File: config.mk
export PLATFORM = sky130hd
export DESIGN_NAME = door_unlock_session_timer_core_flat
export DESIGN_NICKNAME = d
export VERILOG_FILES = /design/src/design/dust_pkg.sv /design/src/design/dust_in_if.sv /design/src/design/dust_out_if.sv /design/src/design/door_unlock_session_timer_core.sv /design/src/design/dust_step.sv /design/src/flat_wrapper.sv
export SDC_FILE = /design/constraint.sdc
export NUM_CORES = 2
export LEC_CHECK = 0
export BUFFER_PORTS_ARGS = -buffer_cell sky130_fd_sc_hd__buf_2
export CAP_MARGIN = 0
export CORE_AREA = 2 2 232 234
export DETAILED_ROUTE_END_ITERATION = 7
export DIE_AREA = 0 0 234 236
export GPL_TIMING_DRIVEN = 0
export PLACE_DENSITY = 0.79
export REMOVE_ABC_BUFFERS = 1
export SLEW_MARGIN = 20
export SYNTH_ARGS = -nofsm -noshare
export SYNTH_HDL_FRONTEND = slang
export SYNTH_SLANG_ARGS = --single-unit
File: constraint.sdc
create_clock -name clk -period 9.4 [get_ports clk]
set_input_delay 2.82 -clock clk [delete_from_list [all_inputs] [get_ports clk]]
set_output_delay 2.82 -clock clk [all_outputs]
set_load 0.005 [all_outputs]
File: src/design/dust_pkg.sv
`timescale 1ns / 1ps
package dust_pkg;

  localparam int unsigned TIME_W = 32;
  localparam int unsigned CFG_W  = 20;
  localparam int unsigned IDX_W  = 3;

  // item operation codes
  localparam logic [1:0] OP_TICK    = 2'd0;
  localparam logic [1:0] OP_UNLOCK  = 2'd1;
  localparam logic [1:0] OP_LOCK    = 2'd2;
  localparam logic [1:0] OP_SILENCE = 2'd3;

  // lock reason codes
  localparam logic [1:0] REASON_NONE    = 2'd0;
  localparam logic [1:0] REASON_CLOSE   = 2'd1;
  localparam logic [1:0] REASON_TIMEOUT = 2'd2;

  // configuration register indexes
  localparam logic [IDX_W-1:0] REG_UNLOCK_TIMEOUT   = 3'd0;
  localparam logic [IDX_W-1:0] REG_OPEN_HOLD_WARN   = 3'd1;
  localparam logic [IDX_W-1:0] REG_AUTOLOCK_CLOSE   = 3'd2;
  localparam logic [IDX_W-1:0] REG_UNLOCK_WARN      = 3'd3;
  localparam logic [IDX_W-1:0] REG_WARN_RETRIGGER   = 3'd4;

  // register reset values
  localparam logic [CFG_W-1:0] RST_UNLOCK_TIMEOUT = 20'd15000;
  localparam logic [CFG_W-1:0] RST_OPEN_HOLD_WARN = 20'd30000;
  localparam logic [CFG_W-1:0] RST_AUTOLOCK_CLOSE = 20'd5000;
  localparam logic [CFG_W-1:0] RST_UNLOCK_WARN    = 20'd5000;
  localparam logic [CFG_W-1:0] RST_WARN_RETRIGGER = 20'd1000;

  // countdown warning leads
  localparam logic [CFG_W-1:0] CLOSE_LEAD = 20'd1000;
  localparam logic [CFG_W-1:0] HOLD_LEAD  = 20'd2000;

  typedef struct packed {
    logic [CFG_W-1:0] unlock_timeout;
    logic [CFG_W-1:0] open_hold_warn_after;
    logic [CFG_W-1:0] autolock_after_close;
    logic [CFG_W-1:0] unlock_warn_before;
    logic [CFG_W-1:0] warn_retrigger;
  } cfg_t;

  typedef struct packed {
    logic              session_active;
    logic              saw_open;
    logic              last_open;
    logic              hold_warn_silenced;
    logic [TIME_W-1:0] unlock_deadline;
    logic [TIME_W-1:0] open_warn_at;
    logic [TIME_W-1:0] close_lock_at;
    logic [TIME_W-1:0] next_warn_at;
  } state_t;

  localparam state_t STATE_IDLE = '0;

  typedef struct packed {
    logic              lock_door;
    logic              warn_beep;
    logic              silence_buzzer;
    logic [1:0]        lock_reason;
    logic              countdown_active;
    logic [TIME_W-1:0] countdown_deadline;
    logic [CFG_W-1:0]  countdown_warn_before;
  } result_t;

  // d is target minus now; true once now has reached target (wrap-safe)
  function automatic logic time_reached(input logic [TIME_W-1:0] d);
    return (d == '0) || (d[TIME_W-1] && (d[TIME_W-2:0] != '0));
  endfunction

  // d is target minus now; true while target lies strictly ahead
  function automatic logic time_ahead(input logic [TIME_W-1:0] d);
    return (d != '0) && !d[TIME_W-1];
  endfunction

endpackage

File: src/design/dust_in_if.sv
`timescale 1ns / 1ps
interface dust_in_if;
  logic        valid;
  logic        ready;
  logic [1:0]  op;
  logic [31:0] now_ms;
  logic        open_sense;
  logic        lock_sense;

  modport source (output valid, op, now_ms, open_sense, lock_sense, input ready);
  modport sink (input valid, op, now_ms, open_sense, lock_sense, output ready);
endinterface

File: src/design/dust_out_if.sv
`timescale 1ns / 1ps
interface dust_out_if;
  logic        valid;
  logic        ready;
  logic        lock_door;
  logic        warn_beep;
  logic        silence_buzzer;
  logic [1:0]  lock_reason;
  logic        countdown_active;
  logic [31:0] countdown_deadline;
  logic [19:0] countdown_warn_before;

  modport source (output valid, lock_door, warn_beep, silence_buzzer, lock_reason,
                  countdown_active, countdown_deadline, countdown_warn_before,
                  input ready);
  modport sink (input valid, lock_door, warn_beep, silence_buzzer, lock_reason,
                countdown_active, countdown_deadline, countdown_warn_before,
                output ready);
endinterface

File: src/design/door_unlock_session_timer_core.sv
`timescale 1ns / 1ps
// Door unlock session timer.
// in_ch carries one item per handshake: op (tick, unlock, lock, silence),
// the millisecond time and the door contact and lock sensor levels.
// out_ch returns exactly one result item per input item: lock, warn and
// silence strobes, the lock reason and the countdown view.
// cfg_wr_en / cfg_index / cfg_data write the five 20-bit timing registers;
// write them only while no item is in flight.
// Flow: an accepted item waits in the input register, moves to the result
// register and is offered on out_ch; an out_ch stall can hold it between.
// Throughput: one item per cycle unless out_ch stalls; the session state
// is updated in the same cycle that the result register is loaded, so the
// next item sees it.
// Reset (synchronous, rst_n low): session cleared, all deadlines unset,
// registers back to their defaults, both channels empty.
// When out_ch stalls, the result register holds and the input register
// keeps one item; in_ch.ready then drops until the result is taken.
module door_unlock_session_timer_core (
  input  logic                         clk,
  input  logic                         rst_n,
  dust_in_if.sink                      in_ch,
  dust_out_if.source                   out_ch,
  input  logic                         cfg_wr_en,
  input  logic [dust_pkg::IDX_W-1:0]   cfg_index,
  input  logic [dust_pkg::CFG_W-1:0]   cfg_data
);

  dust_pkg::cfg_t    cfg_r;
  dust_pkg::state_t  state_r, state_nxt;
  dust_pkg::result_t step_res, res_r;

  logic                        in_valid_r;
  logic [1:0]                  op_r;
  logic [dust_pkg::TIME_W-1:0] now_r;
  logic                        open_r;
  logic                        locked_r;
  logic                        out_valid_r;
  logic                        adv;

  // item moves from input register to result register
  assign adv         = in_valid_r && (!out_valid_r || out_ch.ready);
  assign in_ch.ready = !in_valid_r || adv;

  // configuration registers
  always_ff @(posedge clk) begin
    if (!rst_n) begin
      cfg_r.unlock_timeout       <= dust_pkg::RST_UNLOCK_TIMEOUT;
      cfg_r.open_hold_warn_after <= dust_pkg::RST_OPEN_HOLD_WARN;
      cfg_r.autolock_after_close <= dust_pkg::RST_AUTOLOCK_CLOSE;
      cfg_r.unlock_warn_before   <= dust_pkg::RST_UNLOCK_WARN;
      cfg_r.warn_retrigger       <= dust_pkg::RST_WARN_RETRIGGER;
    end else if (cfg_wr_en) begin
      case (cfg_index)
        dust_pkg::REG_UNLOCK_TIMEOUT: cfg_r.unlock_timeout       <= cfg_data;
        dust_pkg::REG_OPEN_HOLD_WARN: cfg_r.open_hold_warn_after <= cfg_data;
        dust_pkg::REG_AUTOLOCK_CLOSE: cfg_r.autolock_after_close <= cfg_data;
        dust_pkg::REG_UNLOCK_WARN:    cfg_r.unlock_warn_before   <= cfg_data;
        dust_pkg::REG_WARN_RETRIGGER: cfg_r.warn_retrigger       <= cfg_data;
        default: begin
        end
      endcase
    end
  end

  // input register valid
  always_ff @(posedge clk) begin
    if (!rst_n) begin
      in_valid_r <= 1'b0;
    end else if (in_ch.ready) begin
      in_valid_r <= in_ch.valid;
    end
  end

  // input register payload
  always_ff @(posedge clk) begin
    if (in_ch.valid && in_ch.ready) begin
      op_r     <= in_ch.op;
      now_r    <= in_ch.now_ms;
      open_r   <= in_ch.open_sense;
      locked_r <= in_ch.lock_sense;
    end
  end

  dust_step u_step (
    .st         (state_r),
    .cfg        (cfg_r),
    .op         (op_r),
    .now        (now_r),
    .open_sense (open_r),
    .lock_sense (locked_r),
    .st_nxt     (state_nxt),
    .res        (step_res)
  );

  // session state
  always_ff @(posedge clk) begin
    if (!rst_n) begin
      state_r <= dust_pkg::STATE_IDLE;
    end else if (adv) begin
      state_r <= state_nxt;
    end
  end

  // result register valid
  always_ff @(posedge clk) begin
    if (!rst_n) begin
      out_valid_r <= 1'b0;
    end else if (adv) begin
      out_valid_r <= 1'b1;
    end else if (out_ch.ready) begin
      out_valid_r <= 1'b0;
    end
  end

  // result register payload
  always_ff @(posedge clk) begin
    if (adv) begin
      res_r <= step_res;
    end
  end

  assign out_ch.valid                 = out_valid_r;
  assign out_ch.lock_door             = res_r.lock_door;
  assign out_ch.warn_beep             = res_r.warn_beep;
  assign out_ch.silence_buzzer        = res_r.silence_buzzer;
  assign out_ch.lock_reason           = res_r.lock_reason;
  assign out_ch.countdown_active      = res_r.countdown_active;
  assign out_ch.countdown_deadline    = res_r.countdown_deadline;
  assign out_ch.countdown_warn_before = res_r.countdown_warn_before;

`ifndef SYNTHESIS
  // a lock always ends the session
  a_lock_ends_session: assert property (@(posedge clk) disable iff (!rst_n)
    adv && step_res.lock_door |=> !state_r.session_active)
    else $error("session still active after lock");

  // an auto-lock reason comes with lock and silence strobes
  a_reason_strobes: assert property (@(posedge clk) disable iff (!rst_n)
    out_valid_r && (res_r.lock_reason != dust_pkg::REASON_NONE) |->
      res_r.lock_door && res_r.silence_buzzer)
    else $error("lock reason without lock strobes");

  // no warning beep together with a lock
  a_no_beep_on_lock: assert property (@(posedge clk) disable iff (!rst_n)
    out_valid_r |-> !(res_r.warn_beep && res_r.lock_door))
    else $error("warn beep with lock");

  // a beep only comes from a tick within a session
  a_beep_source: assert property (@(posedge clk) disable iff (!rst_n)
    adv && step_res.warn_beep |->
      (op_r == dust_pkg::OP_TICK) && state_r.session_active)
    else $error("beep outside an active tick");

  // countdown is never shown without a session
  a_countdown_session: assert property (@(posedge clk) disable iff (!rst_n)
    adv && step_res.countdown_active |=> state_r.session_active)
    else $error("countdown without session");
`endif

endmodule

File: src/design/dust_step.sv
`timescale 1ns / 1ps
module dust_step (
  input  dust_pkg::state_t                 st,
  input  dust_pkg::cfg_t                   cfg,
  input  logic [1:0]                       op,
  input  logic [dust_pkg::TIME_W-1:0]      now,
  input  logic                             open_sense,
  input  logic                             lock_sense,
  output dust_pkg::state_t                 st_nxt,
  output dust_pkg::result_t                res
);

  localparam int unsigned TW  = dust_pkg::TIME_W;
  localparam int unsigned PAD = dust_pkg::TIME_W - dust_pkg::CFG_W;

  // distances from now to the stored deadlines
  logic [TW-1:0] d_ud_st, d_owa_st, d_cla_st, d_nwa_st;
  // configured intervals widened to time width
  logic [TW-1:0] ut_w, ohwa_w, aac_w, uwb_w, wr_w;
  logic          rise, fall;
  // tick view of the state after the door edge handling
  logic [TW-1:0] owa_t, d_owa_t, cla_t, d_cla_t, nwa_t;
  logic          saw_t, hws_t, due;
  // distances for the countdown after the update
  logic [TW-1:0] d_ud_n, d_owa_n, d_cla_n;
  logic [1:0]    reason;

  assign d_ud_st  = st.unlock_deadline - now;
  assign d_owa_st = st.open_warn_at - now;
  assign d_cla_st = st.close_lock_at - now;
  assign d_nwa_st = st.next_warn_at - now;

  assign ut_w   = {{PAD{1'b0}}, cfg.unlock_timeout};
  assign ohwa_w = {{PAD{1'b0}}, cfg.open_hold_warn_after};
  assign aac_w  = {{PAD{1'b0}}, cfg.autolock_after_close};
  assign uwb_w  = {{PAD{1'b0}}, cfg.unlock_warn_before};
  assign wr_w   = {{PAD{1'b0}}, cfg.warn_retrigger};

  assign rise = !st.last_open && open_sense;
  assign fall = st.last_open && !open_sense;

  // door edge handling: fresh deadlines carry their interval as distance
  always_comb begin
    owa_t   = st.open_warn_at;
    d_owa_t = d_owa_st;
    cla_t   = st.close_lock_at;
    d_cla_t = d_cla_st;
    nwa_t   = st.next_warn_at;
    saw_t   = st.saw_open;
    hws_t   = st.hold_warn_silenced;
    if (rise) begin
      saw_t   = 1'b1;
      hws_t   = 1'b0;
      owa_t   = now + ohwa_w;
      d_owa_t = ohwa_w;
      cla_t   = '0;
      nwa_t   = '0;
    end else if (fall) begin
      hws_t   = 1'b0;
      owa_t   = '0;
      cla_t   = now + aac_w;
      d_cla_t = aac_w;
      nwa_t   = '0;
    end
  end

  assign due = (nwa_t == '0) || dust_pkg::time_reached(d_nwa_st);

  // state update per operation
  always_comb begin
    st_nxt  = st;
    reason  = dust_pkg::REASON_NONE;
    res     = '0;
    d_ud_n  = d_ud_st;
    d_owa_n = d_owa_st;
    d_cla_n = d_cla_st;
    case (op)
      dust_pkg::OP_TICK: begin
        if (st.session_active) begin
          st_nxt.saw_open           = saw_t;
          st_nxt.hold_warn_silenced = hws_t;
          st_nxt.open_warn_at       = owa_t;
          st_nxt.close_lock_at      = cla_t;
          st_nxt.next_warn_at       = nwa_t;
          st_nxt.last_open          = open_sense;
          d_owa_n = d_owa_t;
          d_cla_n = d_cla_t;
          if (cla_t != '0) begin
            // close relock pending
            if (open_sense) begin
              st_nxt.close_lock_at = '0;
            end else if (dust_pkg::time_reached(d_cla_t)) begin
              st_nxt = dust_pkg::STATE_IDLE;
              reason = dust_pkg::REASON_CLOSE;
            end
          end else if (!saw_t) begin
            // door never opened since unlock
            if (dust_pkg::time_reached(d_ud_st)) begin
              st_nxt = dust_pkg::STATE_IDLE;
              reason = dust_pkg::REASON_TIMEOUT;
            end else if ((d_ud_st <= uwb_w) && due) begin
              res.warn_beep       = 1'b1;
              st_nxt.next_warn_at = now + wr_w;
            end
          end else if (open_sense && (owa_t != '0) && dust_pkg::time_reached(d_owa_t) &&
                       !hws_t && due) begin
            // door held open too long
            res.warn_beep       = 1'b1;
            st_nxt.next_warn_at = now + wr_w;
          end
        end
        if (reason != dust_pkg::REASON_NONE) begin
          res.lock_door      = 1'b1;
          res.silence_buzzer = 1'b1;
        end
      end
      dust_pkg::OP_UNLOCK: begin
        st_nxt.session_active     = 1'b1;
        st_nxt.saw_open           = open_sense;
        st_nxt.last_open          = open_sense;
        st_nxt.hold_warn_silenced = 1'b0;
        st_nxt.unlock_deadline    = now + ut_w;
        st_nxt.open_warn_at       = open_sense ? (now + ohwa_w) : '0;
        st_nxt.close_lock_at      = '0;
        st_nxt.next_warn_at       = '0;
        d_ud_n  = ut_w;
        d_owa_n = ohwa_w;
      end
      dust_pkg::OP_LOCK: begin
        st_nxt             = dust_pkg::STATE_IDLE;
        res.lock_door      = 1'b1;
        res.silence_buzzer = 1'b1;
      end
      dust_pkg::OP_SILENCE: begin
        if (st.session_active && open_sense) begin
          st_nxt.hold_warn_silenced = 1'b1;
        end
        res.silence_buzzer = 1'b1;
      end
      default: begin
        st_nxt = st;
      end
    endcase
    res.lock_reason = reason;

    // countdown view on the updated state
    if (st_nxt.session_active && !lock_sense) begin
      if ((st_nxt.close_lock_at != '0) && dust_pkg::time_ahead(d_cla_n)) begin
        res.countdown_active      = 1'b1;
        res.countdown_deadline    = st_nxt.close_lock_at;
        res.countdown_warn_before = dust_pkg::CLOSE_LEAD;
      end else if (!st_nxt.saw_open && dust_pkg::time_ahead(d_ud_n)) begin
        res.countdown_active      = 1'b1;
        res.countdown_deadline    = st_nxt.unlock_deadline;
        res.countdown_warn_before = cfg.unlock_warn_before;
      end else if (open_sense && (st_nxt.open_warn_at != '0) &&
                   dust_pkg::time_ahead(d_owa_n)) begin
        res.countdown_active      = 1'b1;
        res.countdown_deadline    = st_nxt.open_warn_at;
        res.countdown_warn_before = dust_pkg::HOLD_LEAD;
      end
    end
  end

endmodule
File: src/flat_wrapper.sv
// flat-port wrapper written by rule: the top's interface ports become plain ports
module door_unlock_session_timer_core_flat 
  (clk, rst_n, cfg_wr_en, cfg_index, cfg_data, in_ch_valid, in_ch_op, in_ch_now_ms, in_ch_open_sense, in_ch_lock_sense, in_ch_ready, out_ch_valid, out_ch_lock_door, out_ch_warn_beep, out_ch_silence_buzzer, out_ch_lock_reason, out_ch_countdown_active, out_ch_countdown_deadline, out_ch_countdown_warn_before, out_ch_ready);
  dust_in_if in_ch_i ();
  dust_out_if out_ch_i ();
  input  logic clk;
  input  logic rst_n;
  input  logic cfg_wr_en;
  input  logic [dust_pkg::IDX_W-1:0] cfg_index;
  input  logic [dust_pkg::CFG_W-1:0] cfg_data;
  input wire logic [$bits(in_ch_i.valid)-1:0] in_ch_valid;
  input wire logic [$bits(in_ch_i.op)-1:0] in_ch_op;
  input wire logic [$bits(in_ch_i.now_ms)-1:0] in_ch_now_ms;
  input wire logic [$bits(in_ch_i.open_sense)-1:0] in_ch_open_sense;
  input wire logic [$bits(in_ch_i.lock_sense)-1:0] in_ch_lock_sense;
  output wire logic [$bits(in_ch_i.ready)-1:0] in_ch_ready;
  output wire logic [$bits(out_ch_i.valid)-1:0] out_ch_valid;
  output wire logic [$bits(out_ch_i.lock_door)-1:0] out_ch_lock_door;
  output wire logic [$bits(out_ch_i.warn_beep)-1:0] out_ch_warn_beep;
  output wire logic [$bits(out_ch_i.silence_buzzer)-1:0] out_ch_silence_buzzer;
  output wire logic [$bits(out_ch_i.lock_reason)-1:0] out_ch_lock_reason;
  output wire logic [$bits(out_ch_i.countdown_active)-1:0] out_ch_countdown_active;
  output wire logic [$bits(out_ch_i.countdown_deadline)-1:0] out_ch_countdown_deadline;
  output wire logic [$bits(out_ch_i.countdown_warn_before)-1:0] out_ch_countdown_warn_before;
  input wire logic [$bits(out_ch_i.ready)-1:0] out_ch_ready;
  assign in_ch_i.valid = in_ch_valid;
  assign in_ch_i.op = in_ch_op;
  assign in_ch_i.now_ms = in_ch_now_ms;
  assign in_ch_i.open_sense = in_ch_open_sense;
  assign in_ch_i.lock_sense = in_ch_lock_sense;
  assign in_ch_ready = in_ch_i.ready;
  assign out_ch_valid = out_ch_i.valid;
  assign out_ch_lock_door = out_ch_i.lock_door;
  assign out_ch_warn_beep = out_ch_i.warn_beep;
  assign out_ch_silence_buzzer = out_ch_i.silence_buzzer;
  assign out_ch_lock_reason = out_ch_i.lock_reason;
  assign out_ch_countdown_active = out_ch_i.countdown_active;
  assign out_ch_countdown_deadline = out_ch_i.countdown_deadline;
  assign out_ch_countdown_warn_before = out_ch_i.countdown_warn_before;
  assign out_ch_i.ready = out_ch_ready;
  door_unlock_session_timer_core u_core (.clk(clk), .rst_n(rst_n), .in_ch(in_ch_i), .out_ch(out_ch_i), .cfg_wr_en(cfg_wr_en), .cfg_index(cfg_index), .cfg_data(cfg_data));
endmodule
==> impl_metrics.yaml <==
cells_and_area:
  nets: 4001
  fillers: 4887
  syn_to_final_growth_pct: 8.78
  register_area_mm2: 0.00751
  layoutNonFillerInstCount: 4433
  multi_input_area_mm2: 0.0201
  final_cell_mix: "nand2_1 (450), nor2_1 (370), a21oi_1 (297)"
  drive_gt1_share_pct: 8.89
  post-route-util_pct: 58.9
  final_common_cell: "nand2_1"
critical_path:
  critPathMaxFanout: 32
  end_kind: "flop"
  reg2regPathDepth: 19
  critPathRequiredTime_ns: 9.67
  reg2reg_from: "u_core.now_r[0]"
  rrSetupSlack_ns: 0.60
  critical_path_class: "flop to flop"
  worstSetupStartpointType: "flop"
  slowest_stage: "nor2_1"
  r2r-end: "u_core.out_ch.countdown_deadline[6]"
  crit_path_cell_trace: "ha_1 > fa_1 > a21oi_1 > o221a_2 > o211ai_1 > a21oi_1 > nor3_1 > xnor2_1 > o21ai_0 > nor4_1 > nand4_1 > nor2_1 > o21ai_1 > a221oi_1 > o32a_2 > buf_12 > buf_12 > a211oi_1 > a211oi_1"
  worst_ep_arrival_time_ns: 9.07
  slowest_delay_ns: 1.02
worst_hold_path:
  hold_depth: 2
  worst_hold_startpoint: "u_core.cfg_r[31]"
  worstHoldEndpoint: "u_core.cfg_r[31]"
  hp-class: "flop to flop"
sta:
  fin_crit_ns: 8.80
  clock_skew_ns: 0.0431
  worst_slew_pin_slew_ns: 1.24
  fin_hold_ws_ns: 0.456
  worst_slack_ns: 0.602
  setup_violations: 0
  rsz0062_at_grt: "no"
  tns_ns: 0
  max_freq_mhz: 114
  fin_crit_sh_pct: 93.6
  maxSlewHeadroom_pct: 17.2
  hold_viol_final: 0
  drv_slew: 0
logic_synthesis:
  netlist_instances: 3718
  ys_top_cells_by_area: "dfxtp_1 (16%), edfxtp_1 (9.8%), ha_1 (9.8%)"
  synth-async-reset-ratio_pct: 0
  avgSynthCellArea_um2: 7.73
  synth_top_area_share_pct: 16.3
  synth_edf_count: 94
  ys_warn_count: 0
  synth_seq_cells: 328
  synth-main-ff-cell: "dfxtp_1"
  synth.distinct_cells: 109
  yosys.area.top_type: "dfxtp_1"
  ys_seq_area_share_pct: 26.1
  synth_area_mm2: 0.0287
routing:
  drtIter0Drc: 4463
  vias: 30802
  viasPerCell: 6.95
  wire_per_inst_um: 25.2
  antenna_left: 0
  drc: 0
  dr.pass1.iters: 8
  wirelength_mm: 111
clock_network:
  cts_root_buf: "clkbuf_16"
  clock_sink_count: 328
  htree_levels: 2
  tritoncts: "yes"
  cts_hold_buf: 0
  postCtsSetupBuffers: 0
  post_cts_resized: 0
  numCtsBuffers: 38
  clkTransAtPathRegs_ns: 0.06
  cts.path.max_buffers: 3
  clock_latency_ns: 0.60
grt:
  overflow: 0
  grt_max_degree: 98
  grt_first_pass_wirelength_mm: 166
  antenna_found_initial: 3
  grt_usage_pct: 39.3
  grt_pass1_vias: 27311
flow_run:
  cap_viol_max_count: 0
placement:
  portBuffers: 123
  place_congestion: 1.04
  pre_cts_ws_ns: 1.48
  dp_hpwl_mm: 83.6
  dp.cells: 4362
die:
  die_area_mm2: 0.0552
  rows: 85
  io_pins: 124
  die_h_um: 236
  die_x_um: 234
  coreArea_mm2: 0.0531
  start_util_pct: 54.2
pwr:
  vdd.ir_drop.worst_uv: 149
  p_leak_nw: 12.2
  power_density_mw_per_mm2: 140
status:
  status: "finished clean"
sequential cells by signal (all words and copies together), names as in the netlist, 2 cells and up:
register and flops:
u_core.cfg_r 100, u_core.now_r 32, u_core.op_r 2, u_core.out_ch.countdown_deadline 32, u_core.out_ch.countdown_warn_before 20, u_core.out_ch.lock_reason 2, u_core.state_r 132
cell families (layout without fill, tap and decap cells):
| family | Yosys count | in the layout | share of synthesized area, % |
|---|---|---|---|
| AND/OR/NAND/NOR | 1430 | 1430 | 23.7 |
| AO/OA/AOI/OAI | 1232 | 1232 | 29.6 |
| flip-flops | 328 | 328 | 26.1 |
| buffers and inverters | 312 | 330 | 4.41 |
| adder cells (fa/ha/maj) | 231 | 231 | 10.2 |
| XOR/XNOR | 148 | 148 | 4.51 |
| multiplexers | 37 | 37 | 1.39 |
| other | 0 | 1 | 0 |
cell usage after synthesis, types with 81 or more instances:
cell type,n
nor3_1,102
inv_1,115
nand2_1,451
nand3_1,114
a21oi_1,299
dfxtp_1,234
ha_1,224
a211oi_1,120
nor2_1,374
clkbuf_1,146
o21ai_0,172
xnor2_1,94
a21o_1,81
edfxtp_1,94
layout make-up:
type                       instances  area share [%]
multi-input combinational       3078            64.1
sequential                       328            24.0
clock buffer                      45            3.36
timing repair buffer             142            3.14
tap                              696            2.79
inverter                         118            1.46
clock inverter                    25            1.10
antenna                            1         0.00800
per-layer routing:
| layer | part of all wire [%] | track usage (%) |
|---|---|---|
| met5 | 0.013 | 0 |
| met1 | 39 | 52.8 |
| met3 | 13 | 10.4 |
| met4 | 8.2 | 25.7 |
| met2 | 40 | 54.9 |
report_power, final:
part	total (mW)	internal (mW)	switching (mW)	leakage, nW
sequential	1.60	1.51	0.0924	2.79
clock	1.68	0.983	0.693	0.682
combinational	1.12	0.378	0.737	8.72
worst max-delay path, delay by kind of cell (launching register included):
family	cells	cell delay (ns)
AO/OA/AOI/OAI	10	3.77
XOR/XNOR	1	0.15
AND/OR/NAND/NOR	4	2.31
flip-flops	1	0.79
buffers and inverters	2	0.52
adder cells (fa/ha/maj)	2	0.88
per-stage QoR:
stage	instance area (um^2)	total power, mW
4_1_cts	31300	4.33
2_1_floorplan	27900	2.31
3_3_place_gp	29400	2.66
3_5_place_dp	29900	2.68
6_report	31300	4.39
5_1_grt	31300	4.53
worst max-delay path by stage:
stage / start / to / slack [ns] / depth (start not counted)
global route: u_core.now_r[0] / u_core.out_ch.countdown_deadline[6] / 0.71 / 19
CTS: u_core.now_r[0] / u_core.out_ch.countdown_deadline[6] / 1.43 / 19
finish: u_core.now_r[0] / u_core.out_ch.countdown_deadline[6] / 0.60 / 19
floorplan: out_ch_ready / u_core.state_r[23] / 0.22 / 7
global placement: u_core.open_r / u_core.out_ch.countdown_warn_before[9] / -4.02 / 11
detailed placement: u_core.now_r[0] / u_core.out_ch.countdown_deadline[6] / 1.48 / 19
Power figures use the tool's default switching activity.
